**src/design/llur_pkg.sv**
```systemverilog
package llur_pkg;

   localparam int NUM_UNITS   = 8;
   localparam int CFG_COUNT   = 8;
   localparam int UNIT_W      = 3;
   localparam int POOL_W      = 8;
   localparam int CYCLE_W     = 48;
   localparam int DUR_W       = 32;
   localparam int BYTES_W     = 32;
   localparam int STATUS_W    = 2;
   localparam int CSR_INDEX_W = 3;
   localparam int CSR_DATA_W  = 32;

   localparam logic [STATUS_W-1:0] ST_GRANT   = 2'd0;
   localparam logic [STATUS_W-1:0] ST_EMPTY   = 2'd1;
   localparam logic [STATUS_W-1:0] ST_NOFIT   = 2'd2;
   localparam logic [STATUS_W-1:0] ST_RELEASE = 2'd3;

   localparam logic KIND_RESERVE = 1'b0;
   localparam logic KIND_RELEASE = 1'b1;

   localparam logic [CYCLE_W-1:0] CYCLE_SAT = '1;
   localparam logic [BYTES_W-1:0] BYTES_MAX = '1;

   typedef logic [NUM_UNITS-1:0][BYTES_W-1:0] bytes_vec_type;
   typedef logic [NUM_UNITS-1:0][CYCLE_W-1:0] cycle_vec_type;
   typedef logic [CFG_COUNT-1:0][BYTES_W-1:0] cap_vec_type;

   typedef struct packed {
      logic               found;
      logic [UNIT_W-1:0]  unit;
      logic [CYCLE_W-1:0] start;
      logic [BYTES_W-1:0] used;
   } pick_type;

endpackage

```
**src/design/llur_select.sv**
```systemverilog
module llur_select
   import llur_pkg::*;
(
   input  logic [POOL_W-1:0]  pool_mask,
   input  logic [CYCLE_W-1:0] now_cycle,
   input  logic [BYTES_W-1:0] request_bytes,
   input  bytes_vec_type      used_vec,
   input  cycle_vec_type      busy_vec,
   input  cap_vec_type        cap_vec,
   output pick_type           pick
);

   function automatic pick_type pick_min(input pick_type a, input pick_type b);
      pick_type r;
      // ties keep the left side, which has the lower unit index
      if (b.found && (!a.found || {b.used, b.start} < {a.used, a.start})) begin
         r = b;
      end else begin
         r = a;
      end
      return r;
   endfunction

   pick_type          leaf [POOL_W];
   pick_type          lvl1 [POOL_W/2];
   pick_type          lvl2 [POOL_W/4];
   logic [BYTES_W:0]  sum;
   logic              fits;

   always_comb begin
      for (int i = 0; i < POOL_W; i++) begin
         leaf[i] = '0;
         sum     = '0;
         fits    = 1'b0;
         if (i < NUM_UNITS) begin
            sum  = {1'b0, used_vec[i]} + {1'b0, request_bytes};
            // zero capacity means no limit
            fits = (cap_vec[i] == '0) || (sum <= {1'b0, cap_vec[i]});
            leaf[i].found = pool_mask[i] && fits;
            leaf[i].unit  = UNIT_W'(i);
            leaf[i].start = (now_cycle > busy_vec[i]) ? now_cycle : busy_vec[i];
            leaf[i].used  = used_vec[i];
         end
      end
      for (int k = 0; k < POOL_W/2; k++) begin
         lvl1[k] = pick_min(leaf[2*k], leaf[2*k+1]);
      end
      for (int k = 0; k < POOL_W/4; k++) begin
         lvl2[k] = pick_min(lvl1[2*k], lvl1[2*k+1]);
      end
      pick = pick_min(lvl2[0], lvl2[1]);
   end

endmodule

```
**config.mk**
```make
export PLATFORM = sky130hd
export DESIGN_NAME = llur_select
export DESIGN_NICKNAME = d
export VERILOG_FILES = /design/src/design/llur_pkg.sv /design/src/design/llur_select.sv
export SDC_FILE = /design/constraint.sdc
export NUM_CORES = 2
export LEC_CHECK = 0
export BUFFER_PORTS_ARGS = -buffer_cell sky130_fd_sc_hd__buf_4
export CAP_MARGIN = 20
export CORE_ASPECT_RATIO = 0.9
export CORE_MARGIN = 4
export CORE_UTILIZATION = 30
export DETAILED_ROUTE_END_ITERATION = 16
export SLEW_MARGIN = 20
export SYNTH_ARGS = -nofsm -noshare
export SYNTH_HDL_FRONTEND = slang
export SYNTH_SLANG_ARGS = --single-unit
```
**constraint.sdc**
```tcl
create_clock -name vclk -period 25.7
set_input_delay 5.14 -clock vclk [all_inputs]
set_output_delay 5.14 -clock vclk [all_outputs]
set_load 0.05 [all_outputs]
```
# Word-level counts from Yosys, hierarchy flattened
# Cells that the tools add are included.
# word_totals
regBits	0
latch_bits	0
ramBits	0
romBits	0
wordCells	91
memories	0
# op_classes
n_addsub	8
n_mul	0
n_div	0
n_lt_le_gt_ge	23
eq_ne	0
shifts	0
muxes	15
n_bitwise	0
n_reduce_logical	45
# op_table
op	n
$mux 84	7
$lt 80x80->1	7
$gt 48x48->1	8
$mux 48	8
$add 32x32->33	8
$le 33x32->1	8
$logic_not 32->1	8
$logic_and 1x1->1	15
$logic_or 1x1->1	15
$logic_not 1->1	7

# Depth between registers and ports, before layout
# logic_depth
depth_word	16
depth_mapped	64

# Least setup slack after synthesis
# OpenSTA, ideal clock, no wires.
# synth_path
path_type	in2out
startpoint	input busy_vec[342] (netlist bit)
endpoint	output pick[72] (netlist bit)
t_arrival_ps	16781
required_ps	20560
slack_ps	3779
stages	60
path_cell_list	inv_1 > ha_1 > nand4_1 > or3_1 > a21o_1 > a31oi_1 > nor3_1 > nor2_1 > clkbuf_1 > buf_1 > mux2i_1 > inv_1 > ha_1 > a21o_1 > a21o_1 > a21o_1 > a21o_1 > a21oi_1 > [... 24 more ...] > mux2i_1 > inv_1 > ha_1 > a21o_1 > a21o_1 > a21o_1 > a21o_1 > a21o_1 > a21o_1 > a21oi_1 > o31ai_1 > a21oi_1 > o21ai_0 > nand3b_1 > o31ai_1 > buf_4 > buf_4 > mux2i_1
# synth_lines
element	line_no	rtl
start: declaration	llur_select.sv:8	input cycle_vec_type busy_vec,
end: declaration	llur_select.sv:10	output pick_type pick

==> reports/qor.yml <==
status: "complete, no violations"
grt_pass1_wl_mm: 431
power_mw: 3.87
cp.arrival_ns: 19.88
cp_slowest_cell: "nor3_1"
relSlewSlack: 0.240
fp.dieW_um: 448
synthesis.area_um2: 52200
power.share.sequential: 0
fmaxAchievable_mhz: 40.0
seq_cells: 0
grt_max_degree: 54
drive_gt1_frac: 0.174
final_cell_area_um2: 64800
powerDensity_nw_per_um2: 59.8
drc: 0
vias: 61200
hold-path-cell-count: 5
fp.dieH_um: 404
synth_top_area_share: 0.347
vias_per_cell: 5.68
final_max_slew_viol_count: 0
core_um2: 172000
regArea_um2: 0
p_sw_frac: 0.619
p_int_mw: 1.47
syn_inst: 7308
antenna_found_initial: 81
fin_crit_sh: 0.974
wl_mm: 320
cp-start-kind: "input port"
final_common_cell: "ha_1"
critical_path_class: "in -> out"
dieArea_um2: 181000
nets: 10900
syn_nets: 9749
drv_cap: 0
n_fill_cell: 18300
hold-worst-slack_ns: 11.13
fin_crit_ns: 25.02
num-clock-buffers: 0
synth_area_leaders: "ha_1, mux2i_1, inv_1, a21oi_1, a21o_1"
boundaryPins: 1068
p_sw_mw: 2.40
syn_area_per_cell_um2: 7.15
tightest_slew_ns: 1.14
worstPathRequired_ns: 20.56
clockPowerShare: 0
io_buffers: 1068
postPlaceCellArea_um2: 64600
final_cell_mix: "ha_1, buf_4, inv_1"
ant_nets: 0
drtIter0Drc: 5648
path_common_cell: "buf_4"
ys_warn_count: 0
setup_ws_ns: 0.676
setup_tns_ns: 0
hold_end: "pick[25]"
min_from: "used_vec[217]"
hold_buffers: 0
ctsResizeCount: 0
ys_types: 91
rows: 144
dpl.hpwl_mm: 290
track_usage: 0.332
yosysSeqAreaShare: 0
yosysTopAreaCell: "ha_1"
setup_violations: 0
leakagePower_nw: 35.6
grt_overflow: 0
area_delta_synth_final_pct: 24.0
worst_ir_drop_vdd_uv: 143
grt_pass1_vias: 58200
first_pass_iters: 8
start_util: 0.304
hold_viol: 0
post-cts-setup-buffer-count: 0
place_ws_ns: 0.635
wl_per_cell_um: 29.7
endpoint_kind: "output pin"
rsz0062_at_grt: "no"
combPwrFrac: 1.000
max_stage_delay_ns: 0.82
hp-class: "in -> out"
path_max_fanout: 32
place.gp.congestion: 1.12
## per-layer routing
metal,track usage,part of all wire,vias up
li1,-,-,28800
met1,0.428,0.42,29200
met2,0.525,0.44,2633
met3,0.0391,0.069,604
met4,0.210,0.075,20
met5,0,0.00041,-
## cell usage after synthesis, types with 19 or more instances
library cell  instances
mux2_2               72
o211ai_1             36
and3_1               35
a211oi_1             57
a21o_1              334
nor3_1               91
o21ai_0             297
nand2_1             398
or2_2                20
ha_1               1449
clkbuf_1            121
buf_2                19
o21bai_1             38
a21oi_1             831
xor2_1               75
a2111oi_0            20
a221oi_1             21
and4_1               31
nor4_1               90
inv_1              1172
nor2_1              440
nand2b_1             47
nand4_1             243
nor2b_1              73
buf_1                27
xnor2_1             151
o21a_1              103
mux2i_1             529
or3_1                22
a31oi_1              33
o31ai_1              24
nand3_1             135
## per-stage QoR
step | utilization | std cells
floorplan | - | 7308
CTS | 0.375 | 10700
global route | 0.376 | 10800
global placement | 0.375 | 10700
detailed placement | 0.375 | 10700
finish | 0.376 | 10800
## area by class of cell
| class | instances | area, um^2 | area share |
|---|---|---|---|
| Inverter | 1173 | 4400 | 0.0680 |
| Timing Repair Buffer | 1334 | 10200 | 0.157 |
| Antenna cell | 58 | 145 | 0.00224 |
| Multi-Input combinational cell | 5947 | 47200 | 0.729 |
| Tap cell | 2263 | 2830 | 0.0437 |
## worst max-delay path, delay by kind of cell
family,cells,cell delay (ns)
fa+ha+maj,4,1.11
buf+inv,14,3.87
compound gates,22,4.61
simple gates,13,3.57
mux,5,1.40
## worst max-delay path by stage
stage,endpoint,start
3_3_place_gp,pick[8],request_bytes[1]
6_report,pick[72],now_cycle[46]
2_1_floorplan,pick[72],busy_vec[342]
4_1_cts,pick[72],now_cycle[43]
3_5_place_dp,pick[72],now_cycle[43]
5_1_grt,pick[72],request_bytes[1]
## kinds of logic (layout without fill, tap and decap cells)
group / Yosys count / count (layout) / share of synthesized area
xor gates and xnor gates: 226 / 226 / 0.0379
adders and majority gates: 1457 / 1457 / 0.350
muxes: 612 / 612 / 0.119
other: 0 / 58 / 0
buffers and inverters: 1362 / 2507 / 0.100
AOI/OAI and AO/OA: 1959 / 1959 / 0.232
and+or+nand+nor: 1692 / 1693 / 0.161
## power by group through the flow
stage	registers [mW]	logic (mW)	clock network (mW)
after CTS	0	3.83	0
after global placement	0	3.79	0
after detailed placement	0	3.81	0
after floorplan	0	2.29	0
final	0	3.87	0.000000247
after global routing	0	4.13	0.000000252
Power figures use the tool's default switching activity.
